==> config.mk <==
export PLATFORM = sky130hd
export DESIGN_NAME = sorted_priority_list
export DESIGN_NICKNAME = d
export VERILOG_FILES = /design/src/spl_pkg.sv /design/src/spl_front.sv /design/src/spl_fifo.sv /design/src/spl_list.sv /design/src/sorted_priority_list.sv
export SDC_FILE = /design/constraint.sdc
export NUM_CORES = 2
export LEC_CHECK = 0
export CORE_MARGIN = 5
export CORE_UTILIZATION = 66
export DETAILED_ROUTE_END_ITERATION = 8
export DONT_BUFFER_PORTS = 1
export HOLD_SLACK_MARGIN = 0.02
export PLACE_DENSITY = 0.82
export SLEW_MARGIN = 40
export SYNTH_ARGS = -nofsm -noshare
export SYNTH_HDL_FRONTEND = slang
export SYNTH_SLANG_ARGS = --single-unit
==> constraint.sdc <==
create_clock -name clk -period 16.5 [get_ports clk]
set_input_delay 0.825 -clock clk [delete_from_list [all_inputs] [get_ports clk]]
set_output_delay 0.825 -clock clk [all_outputs]
set_load 0.05 [all_outputs]
==> src/spl_pkg.sv <==
// ----------------------------------------------------------------------------
// spl_pkg
// Request kinds, result status codes and the decoded operation type.
// ----------------------------------------------------------------------------
package spl_pkg;

  localparam logic [1:0] KIND_INSERT = 2'd0;
  localparam logic [1:0] KIND_APPEND = 2'd1;
  localparam logic [1:0] KIND_POP    = 2'd2;
  localparam logic [1:0] KIND_REMOVE = 2'd3;

  localparam logic [1:0] ST_DONE  = 2'd0;
  localparam logic [1:0] ST_FULL  = 2'd1;
  localparam logic [1:0] ST_EMPTY = 2'd2;
  localparam logic [1:0] ST_NOTAG = 2'd3;

  localparam int QUEUE_DEPTH = 2;
  localparam int QPTR_W      = $clog2(QUEUE_DEPTH);
  localparam int QCNT_W      = $clog2(QUEUE_DEPTH + 1);

  // place: insert or append; otherwise the request drops an entry.
  // sorted: insert at key position; by_tag: drop the first tag match.
  typedef struct packed {
    logic place;
    logic sorted;
    logic by_tag;
  } op_t;

endpackage

==> src/spl_front.sv <==
// ----------------------------------------------------------------------------
// spl_front
// Input stage: takes request beats, decodes the kind, hands them to the queue.
// ----------------------------------------------------------------------------
module spl_front #(
  parameter int KEY_BITS = 16,
  parameter int TAG_BITS = 32
) (
  input  logic                clk,
  input  logic                rst,
  input  logic                in_valid,
  output logic                in_ready,
  input  logic [1:0]          in_kind,
  input  logic [KEY_BITS-1:0] in_key,
  input  logic [TAG_BITS-1:0] in_tag,
  output logic                q_valid,
  input  logic                q_ready,
  output spl_pkg::op_t        q_op,
  output logic [KEY_BITS-1:0] q_key,
  output logic [TAG_BITS-1:0] q_tag
);

  logic                hold;
  logic                hold_next;
  spl_pkg::op_t        op_dec;
  spl_pkg::op_t        op;
  logic [KEY_BITS-1:0] key;
  logic [TAG_BITS-1:0] tag;

  always_comb begin
    op_dec = '0;
    case (in_kind)
      spl_pkg::KIND_INSERT: begin
        op_dec.place  = 1'b1;
        op_dec.sorted = 1'b1;
      end
      spl_pkg::KIND_APPEND: begin
        op_dec.place = 1'b1;
      end
      spl_pkg::KIND_POP: begin
        op_dec = '0;
      end
      spl_pkg::KIND_REMOVE: begin
        op_dec.by_tag = 1'b1;
      end
      default: begin
        op_dec = '0;
      end
    endcase
  end

  assign in_ready = !hold || q_ready;

  always_comb begin
    hold_next = hold;
    if (in_valid && in_ready) begin
      hold_next = 1'b1;
    end else if (q_ready) begin
      hold_next = 1'b0;
    end
  end

  always_ff @(posedge clk) begin
    if (rst) begin
      hold <= 1'b0;
    end else begin
      hold <= hold_next;
    end
  end

  always_ff @(posedge clk) begin
    if (in_valid && in_ready) begin
      op  <= op_dec;
      key <= in_key;
      tag <= in_tag;
    end
  end

  assign q_valid = hold;
  assign q_op    = op;
  assign q_key   = key;
  assign q_tag   = tag;

endmodule

==> src/spl_fifo.sv <==
// ----------------------------------------------------------------------------
// spl_fifo
// Short command queue between the input stage and the list engine.
// ----------------------------------------------------------------------------
module spl_fifo #(
  parameter int W = 8
) (
  input  logic         clk,
  input  logic         rst,
  input  logic         in_valid,
  output logic         in_ready,
  input  logic [W-1:0] in_data,
  output logic         out_valid,
  input  logic         out_ready,
  output logic [W-1:0] out_data
);

  logic [W-1:0]                   slots [spl_pkg::QUEUE_DEPTH];
  logic [spl_pkg::QPTR_W-1:0]     wr_ptr;
  logic [spl_pkg::QPTR_W-1:0]     rd_ptr;
  logic [spl_pkg::QCNT_W-1:0]     cnt;
  logic                           push;
  logic                           pop;

  assign in_ready  = cnt != spl_pkg::QCNT_W'(spl_pkg::QUEUE_DEPTH);
  assign out_valid = cnt != '0;
  assign push      = in_valid && in_ready;
  assign pop       = out_valid && out_ready;
  assign out_data  = slots[rd_ptr];

  always_ff @(posedge clk) begin
    if (rst) begin
      wr_ptr <= '0;
      rd_ptr <= '0;
      cnt    <= '0;
    end else begin
      if (push) begin
        wr_ptr <= wr_ptr + 1'b1;
      end
      if (pop) begin
        rd_ptr <= rd_ptr + 1'b1;
      end
      if (push && !pop) begin
        cnt <= cnt + 1'b1;
      end else if (pop && !push) begin
        cnt <= cnt - 1'b1;
      end
    end
  end

  always_ff @(posedge clk) begin
    if (push) begin
      slots[wr_ptr] <= in_data;
    end
  end

endmodule

==> src/spl_list.sv <==
// ----------------------------------------------------------------------------
// spl_list
// List engine: a row of slot cells that compare in the load state and shift in
// the apply state, plus the result register.
// ----------------------------------------------------------------------------
module spl_list #(
  parameter int DEPTH    = 16,
  parameter int KEY_BITS = 16,
  parameter int TAG_BITS = 32,
  parameter int CNT_W    = 5
) (
  input  logic                clk,
  input  logic                rst,
  input  logic                cmd_valid,
  output logic                cmd_ready,
  input  spl_pkg::op_t        cmd_op,
  input  logic [KEY_BITS-1:0] cmd_key,
  input  logic [TAG_BITS-1:0] cmd_tag,
  output logic                res_valid,
  input  logic                res_ready,
  output logic [1:0]          res_status,
  output logic [KEY_BITS-1:0] res_key,
  output logic [TAG_BITS-1:0] res_tag,
  output logic [CNT_W-1:0]    res_count
);

  localparam logic ST_LOAD  = 1'b0;
  localparam logic ST_APPLY = 1'b1;
  localparam int   LVL      = $clog2(DEPTH);

  logic                state;
  logic [CNT_W-1:0]    occ;
  logic [CNT_W-1:0]    occ_next;
  spl_pkg::op_t        cur_op;
  logic [KEY_BITS-1:0] cur_key;
  logic [TAG_BITS-1:0] cur_tag;
  logic [DEPTH-1:0]    hit;
  logic [DEPTH-1:0]    hit_next;
  logic [DEPTH-1:0]    pfx [LVL+1];
  logic [DEPTH-1:0]    ahead;
  logic [DEPTH-1:0]    first;
  logic [KEY_BITS-1:0] key_q [DEPTH];
  logic [TAG_BITS-1:0] tag_q [DEPTH];
  logic [KEY_BITS-1:0] sel_key;
  logic [TAG_BITS-1:0] sel_tag;
  logic                any_hit;
  logic                full;
  logic                empty;
  logic                do_place;
  logic                do_drop;
  logic                load;
  logic                apply;
  logic [1:0]          status;

  assign full      = occ == CNT_W'(DEPTH);
  assign empty     = occ == '0;
  assign cmd_ready = state == ST_LOAD;
  assign load      = cmd_valid && cmd_ready;
  assign apply     = (state == ST_APPLY) && (!res_valid || res_ready);

  // Compare stage: every cell checks itself against the incoming request.
  always_comb begin
    for (int i = 0; i < DEPTH; i++) begin
      if (cmd_op.place) begin
        hit_next[i] = cmd_op.sorted && (CNT_W'(i) < occ) && (key_q[i] > cmd_key);
      end else if (cmd_op.by_tag) begin
        hit_next[i] = (CNT_W'(i) < occ) && (tag_q[i] == cmd_tag);
      end else begin
        hit_next[i] = (i == 0) && !empty;
      end
    end
  end

  // Parallel prefix OR over the registered hit vector.
  assign pfx[0] = hit;
  for (genvar l = 0; l < LVL; l++) begin : g_lvl
    for (genvar g = 0; g < DEPTH; g++) begin : g_bit
      if (g >= (1 << l)) begin : g_or
        assign pfx[l+1][g] = pfx[l][g] | pfx[l][g - (1 << l)];
      end else begin : g_pass
        assign pfx[l+1][g] = pfx[l][g];
      end
    end
  end

  assign ahead[0] = 1'b0;
  for (genvar g = 1; g < DEPTH; g++) begin : g_ahead
    assign ahead[g] = pfx[LVL][g-1];
  end
  assign first   = hit & ~ahead;
  assign any_hit = pfx[LVL][DEPTH-1];

  always_comb begin
    sel_key = '0;
    sel_tag = '0;
    for (int i = 0; i < DEPTH; i++) begin
      sel_key = sel_key | (first[i] ? key_q[i] : '0);
      sel_tag = sel_tag | (first[i] ? tag_q[i] : '0);
    end
  end

  assign do_place = cur_op.place && !full;
  assign do_drop  = !cur_op.place && any_hit;

  always_comb begin
    if (cur_op.place) begin
      status = full ? spl_pkg::ST_FULL : spl_pkg::ST_DONE;
    end else if (empty) begin
      status = spl_pkg::ST_EMPTY;
    end else if (!any_hit) begin
      status = spl_pkg::ST_NOTAG;
    end else begin
      status = spl_pkg::ST_DONE;
    end
  end

  always_comb begin
    occ_next = occ;
    if (do_place) begin
      occ_next = occ + CNT_W'(1);
    end else if (do_drop) begin
      occ_next = occ - CNT_W'(1);
    end
  end

  always_ff @(posedge clk) begin
    if (rst) begin
      state     <= ST_LOAD;
      occ       <= '0;
      res_valid <= 1'b0;
    end else begin
      if (apply) begin
        res_valid <= 1'b1;
      end else if (res_ready) begin
        res_valid <= 1'b0;
      end
      case (state)
        ST_LOAD: begin
          if (load) begin
            state <= ST_APPLY;
          end
        end
        ST_APPLY: begin
          if (apply) begin
            state <= ST_LOAD;
            occ   <= occ_next;
          end
        end
        default: begin
          state <= ST_LOAD;
        end
      endcase
    end
  end

  always_ff @(posedge clk) begin
    if (load) begin
      cur_op  <= cmd_op;
      cur_key <= cmd_key;
      cur_tag <= cmd_tag;
      hit     <= hit_next;
    end
    if (apply) begin
      res_status <= status;
      res_key    <= do_drop ? sel_key : '0;
      res_tag    <= do_drop ? sel_tag : '0;
      res_count  <= occ_next;
    end
  end

  // Shift stage: each cell takes data only from its neighbors or the request.
  for (genvar g = 0; g < DEPTH; g++) begin : g_cell
    localparam int PREV = (g > 0) ? g - 1 : 0;
    localparam int NEXT = (g < DEPTH - 1) ? g + 1 : g;

    always_ff @(posedge clk) begin
      if (apply && do_place) begin
        if (ahead[g]) begin
          key_q[g] <= key_q[PREV];
          tag_q[g] <= tag_q[PREV];
        end else if (hit[g] || (!any_hit && (CNT_W'(g) == occ))) begin
          key_q[g] <= cur_key;
          tag_q[g] <= cur_tag;
        end
      end else if (apply && do_drop) begin
        if (ahead[g] || hit[g]) begin
          key_q[g] <= key_q[NEXT];
          tag_q[g] <= tag_q[NEXT];
        end
      end
    end
  end

endmodule

==> src/sorted_priority_list.sv <==
// ----------------------------------------------------------------------------
// sorted_priority_list
// Bounded key-ordered list with insert, append, pop-front and remove-by-tag.
// ----------------------------------------------------------------------------
// Requests arrive on the s_ channel: s_tuser carries the kind, s_tdata the key
// and tag. Each request gives exactly one result beat on the m_ channel:
// m_tuser carries the status, m_tdata the removed key and tag (zero unless an
// entry left the list) and the entry count after the request.
// An accepted request passes an input register and a two-entry command queue,
// then the list engine handles it in a load state, which compares every slot
// against the request, and an apply state, which shifts the slot row and
// loads the result register; it takes no new request before that is done.
// When m_tready is low the result register holds; the engine finishes the
// compare of the next request and then waits, while the input register and
// queue keep taking up to three more beats before s_tready drops.
// Reset empties the list and clears all valid flags; slot contents are left.
// ----------------------------------------------------------------------------
module sorted_priority_list #(
  parameter int DEPTH    = 16,
  parameter int KEY_BITS = 16,
  parameter int TAG_BITS = 32,
  localparam int CNT_W   = $clog2(DEPTH + 1),
  localparam int SDATA_W = ((KEY_BITS + TAG_BITS + 7) / 8) * 8,
  localparam int MDATA_W = ((KEY_BITS + TAG_BITS + CNT_W + 7) / 8) * 8
) (
  input  logic               clk,
  input  logic               rst,
  input  logic               s_tvalid,
  output logic               s_tready,
  input  logic [SDATA_W-1:0] s_tdata,   // entry_key, entry_tag, zero pad
  input  logic [1:0]         s_tuser,   // kind
  output logic               m_tvalid,
  input  logic               m_tready,
  output logic [MDATA_W-1:0] m_tdata,   // out_key, out_tag, entry_count, zero pad
  output logic [1:0]         m_tuser    // status
);

  localparam int CMD_W = $bits(spl_pkg::op_t) + KEY_BITS + TAG_BITS;

  logic                fr_valid;
  logic                fr_ready;
  spl_pkg::op_t        fr_op;
  logic [KEY_BITS-1:0] fr_key;
  logic [TAG_BITS-1:0] fr_tag;
  logic                q_valid;
  logic                q_ready;
  logic [CMD_W-1:0]    q_data;
  spl_pkg::op_t        q_op;
  logic [KEY_BITS-1:0] q_key;
  logic [TAG_BITS-1:0] q_tag;
  logic [KEY_BITS-1:0] res_key;
  logic [TAG_BITS-1:0] res_tag;
  logic [CNT_W-1:0]    res_count;

  spl_front #(
    .KEY_BITS (KEY_BITS),
    .TAG_BITS (TAG_BITS)
  ) u_front (
    .clk      (clk),
    .rst      (rst),
    .in_valid (s_tvalid),
    .in_ready (s_tready),
    .in_kind  (s_tuser),
    .in_key   (s_tdata[KEY_BITS-1:0]),
    .in_tag   (s_tdata[KEY_BITS +: TAG_BITS]),
    .q_valid  (fr_valid),
    .q_ready  (fr_ready),
    .q_op     (fr_op),
    .q_key    (fr_key),
    .q_tag    (fr_tag)
  );

  spl_fifo #(
    .W (CMD_W)
  ) u_fifo (
    .clk       (clk),
    .rst       (rst),
    .in_valid  (fr_valid),
    .in_ready  (fr_ready),
    .in_data   ({fr_op, fr_tag, fr_key}),
    .out_valid (q_valid),
    .out_ready (q_ready),
    .out_data  (q_data)
  );

  assign q_key = q_data[KEY_BITS-1:0];
  assign q_tag = q_data[KEY_BITS +: TAG_BITS];
  assign q_op  = spl_pkg::op_t'(q_data[CMD_W-1 -: $bits(spl_pkg::op_t)]);

  spl_list #(
    .DEPTH    (DEPTH),
    .KEY_BITS (KEY_BITS),
    .TAG_BITS (TAG_BITS),
    .CNT_W    (CNT_W)
  ) u_list (
    .clk        (clk),
    .rst        (rst),
    .cmd_valid  (q_valid),
    .cmd_ready  (q_ready),
    .cmd_op     (q_op),
    .cmd_key    (q_key),
    .cmd_tag    (q_tag),
    .res_valid  (m_tvalid),
    .res_ready  (m_tready),
    .res_status (m_tuser),
    .res_key    (res_key),
    .res_tag    (res_tag),
    .res_count  (res_count)
  );

  assign m_tdata = MDATA_W'({res_count, res_tag, res_key});

endmodule

==> run_results.csv <==
group,metric,value,unit
run_status,status,"finished, final reports clean",
floorplanning,design.core.area,0.09813,mm2
pwr,internal_power,7.780,mW
hold_path,hold_class,"in2reg",
clocking,htree_levels,3,
clocking,clk_latency,0.73,ns
pwr,p_per_area,198.7,mW/mm2
global_route,grt-ovfl-total,0,
timing,setup_tns,0,ns
timing,rsz0062_at_grt,"false",
logic_synthesis,synth_seq_cells,1054,
clocking,post_cts_buffers,0,
floorplanning,start_util,66.35,%
logic_synthesis,seq_area_frac_synth,48.41,%
global_route,grt_pass1_wl,314.4,mm
pwr,clockPowerShare,18.2,%
clocking,clk_pin_slew_worst_paths,0.06,ns
logic_synthesis,synth_cell_types,71,
logic_synthesis,yosys_warnings,0,
final_layout,drive_above_1_share,8.704,%
critical_path,ff2ff_path_depth,9,
critical_path,reg2reg_slack,12.06,ns
routing,ant_nets,0,
timing,final.period_utilization,26.90,%
logic_synthesis,netlist.top_cell.by_area,"edfxtp_1",
routing,routedWlPerCell,28.85,um
clocking,cts_root_buffer,"clkbuf_16",
routing,num_vias,51980,
routing,dr.pass1.iters,8,
timing,fin_crit,4.438,ns
logic_synthesis,postSynthAreaPerCell,10.52,um2
logic_synthesis,async_flop_share,0,%
hold_path,hold_path_depth,1,
logic_synthesis,synth_edf_count,1041,
floorplanning,fp.dieH,324.1,um
pwr,ir_worst_vdd,0.0001476,V
place,post_dp_cell_area,0.06680,mm2
critical_path,end_kind,"register",
clocking,cts_buffers,113,
clocking,cts_resized,0,
clocking,cts_sinks,1054,
critical_path,worstSetupPathType,"reg2reg",
final_layout,stdcell_area,0.07061,mm2
logic_synthesis,netlist_instances,6189,
pwr,p_switching,6.250,mW
logic_synthesis,yosys-top-cells-area,"edfxtp_1 48%, mux2i_1 8.2%, xor2_1 6.2%, ha_1 5.0%, nand2_1 5.0%",
pwr,pwr-share-comb,39.8,%
global_route,grt_pass1_vias,48690,
final_layout,fill_cells,7077,
routing,drt-initial-drc-count,8402,
floorplanning,ios,114,
critical_path,r2r_end,"u_list.tag_q[0][237]",
logic_synthesis,synth_xor_area_share,7.022,%
pwr,swShare,44.55,%
logic_synthesis,synthMuxAreaShare,9.966,%
pwr,sequentialPowerShare,42.0,%
routing,via_per_inst,7.046,
logic_synthesis,ys.flop_type,"edfxtp_1",
place,portBuffers,0,
final_layout,final_common_cell,"edfxtp_1",
global_route,grt_use_total,39.71,%
place,routabilityCongestion,1.043,
logic_synthesis,synth-simple-area-share,11.41,%
timing,worst_slew_margin_rel,30.78,%
final_layout,fin_util,71.95,%
timing,final-hold-violation-count,0,
hold_path,holdPathEnd,"u_list.res_valid",
critical_path,crit_arrival,4.87,ns
place,dpl.hpwl,156.8,mm
logic_synthesis,syn_area,0.06511,mm2
timing,holdWs,0.1743,ns
final_layout,layout_common_cells,"1041 x edfxtp_1, 862 x nand2_1, 491 x mux2i_1",
clocking,holdBufCountCts,0,
hold_path,min_from,"rst",
clocking,cts_max_path_buffers,3,
critical_path,required,16.93,ns
routing,drt-total-wl,212.9,mm
critical_path,r2r-start,"u_list.hit[1]",
global_route,antenna_found_initial,3,
floorplanning,dieArea,0.1050,mm2
timing,skew,0.03322,ns
logic_synthesis,synth_fa_ha_area_share,5.035,%
global_route,grt_max_degree,105,
critical_path,cp-start-kind,"register",
logic_synthesis,synth_top_family_by_area,"compound AO/OA/AOI/OAI gates",
final_layout,area_growth,8.448,%
clocking,cts_tree,"yes",
timing,clock.fmax,0.2253,GHz
pwr,leakage,24.35,nW
timing,slew_violations,0,
timing,setup_viol,0,
critical_path,worstPathMaxFanout,57,
logic_synthesis,synth_top_area_share,48.01,%
logic_synthesis,synth_compound_area_share,14.47,%
final_layout,seq_area,0.03152,mm2
final_layout,final_nets,6315,
run,drv_cap,0,
timing,worst_pin_slew,1.036,ns
final_layout,multiInputGateArea,0.03225,mm2
floorplanning,fp.dieW,324.1,um
routing,drc,0,
floorplanning,rows,115,
## cells by family after synthesis
family | Yosys count
other | 1
multiplexers | 635
flip-flops | 1054
adder cells (fa/ha/maj) | 262
buffers and inverters | 538
XOR/XNOR | 522
AO/OA/AOI/OAI | 1474
AND/OR/NAND/NOR | 1703
## power by group through the flow
stage	logic, mW	registers, mW	clock network [mW]
2_1_floorplan	3.53	5.28	0
3_3_place_gp	5.07	5.82	0
3_5_place_dp	5.29	5.86	0
4_1_cts	5.32	5.82	2.57
5_1_grt	5.94	5.95	2.67
6_report	5.58	5.89	2.56
## sequential cells by signal, indices dropped and copies added (netlist names), 3 cells and up, named ones only
register and cells:
u_list.tag_q 512, u_list.key_q 256, u_fifo.slots 102, u_front.q_tag 32
u_list.cur_tag 32, u_list.res_tag 32, u_front.q_key 16, u_list.cur_key 16
u_list.hit 16, u_list.res_key 16, u_list.occ 5, u_list.res_count 5
u_front.q_op 3
## critical path, cell delays in order, from the launching register on
cell and delay (ns):
edfxtp_1 0.36, buf_4 0.37, or4_1 0.87, nor2_1 0.52, buf_4 0.37, a41oi_1 0.30
nor2_4 0.20, buf_4 0.68, mux2i_1 0.31, a21oi_1 0.10
## layout make-up
type / count / area share (%)
diodes: 1 / 0.003544
clock buffers: 146 / 4.255
clock inverters: 59 / 0.8541
inverters: 79 / 0.4200
multi-input cells: 4599 / 45.67
flip-flops and latches: 1054 / 44.65
well taps: 1287 / 2.281
repair buffers: 152 / 1.866
## per-layer routing
metal	share of wire (%)	vias up	GRT usage [%]
met3	14	510	8.741
met2	41	3946	56.17
li1	-	22690	-
met1	39	24830	58.84
met5	0	-	0
met4	5.5	0	18.31
## cells in the mapped netlist (all sizes together) (12+ instances only)
cell / instances
o21a: 19
xor2: 458
o21ai: 443
or3: 13
nand2: 868
o2bb2ai: 48
xnor2: 64
edfxtp: 1041
nor3: 41
a2111oi: 50
a221o: 49
a41oi: 54
buf: 152
mux2i: 538
a211oi: 12
nor2: 425
a22oi: 317
clkbuf: 307
ha: 262
nand4: 171
a21o: 64
a31oi: 53
a21oi: 327
nor4: 37
inv: 79
nand3: 52
mux2: 97
nor2b: 36
dfxtp: 13
## through the flow
| stage | worst slack [ns] | std cells | power [mW] |
|---|---|---|---|
| 3_5_place_dp | 12.20 | 7162 | 11.15 |
| 5_1_grt | 11.91 | 7376 | 14.56 |
| 4_1_cts | 12.16 | 7367 | 13.70 |
| 3_3_place_gp | 12.12 | 7151 | 10.89 |
| 2_1_floorplan | 10.58 | 6191 | 8.807 |
| 6_report | 12.06 | 7377 | 14.03 |
## worst max path at each step
stage                  startpoint                    to  slack (ns)
floorplan           u_list.occ[0]   u_list.key_q[0][16]       10.58
global placement    u_list.hit[1]  u_list.tag_q[1][198]       12.12
detailed placement  u_list.hit[1]  u_list.tag_q[0][237]       12.20
CTS                 u_list.hit[1]  u_list.tag_q[0][237]       12.16
global route        u_list.hit[1]  u_list.tag_q[0][240]       11.91
finish              u_list.hit[1]  u_list.tag_q[0][237]       12.06
No activity file was read; power rests on OpenSTA's default activity.
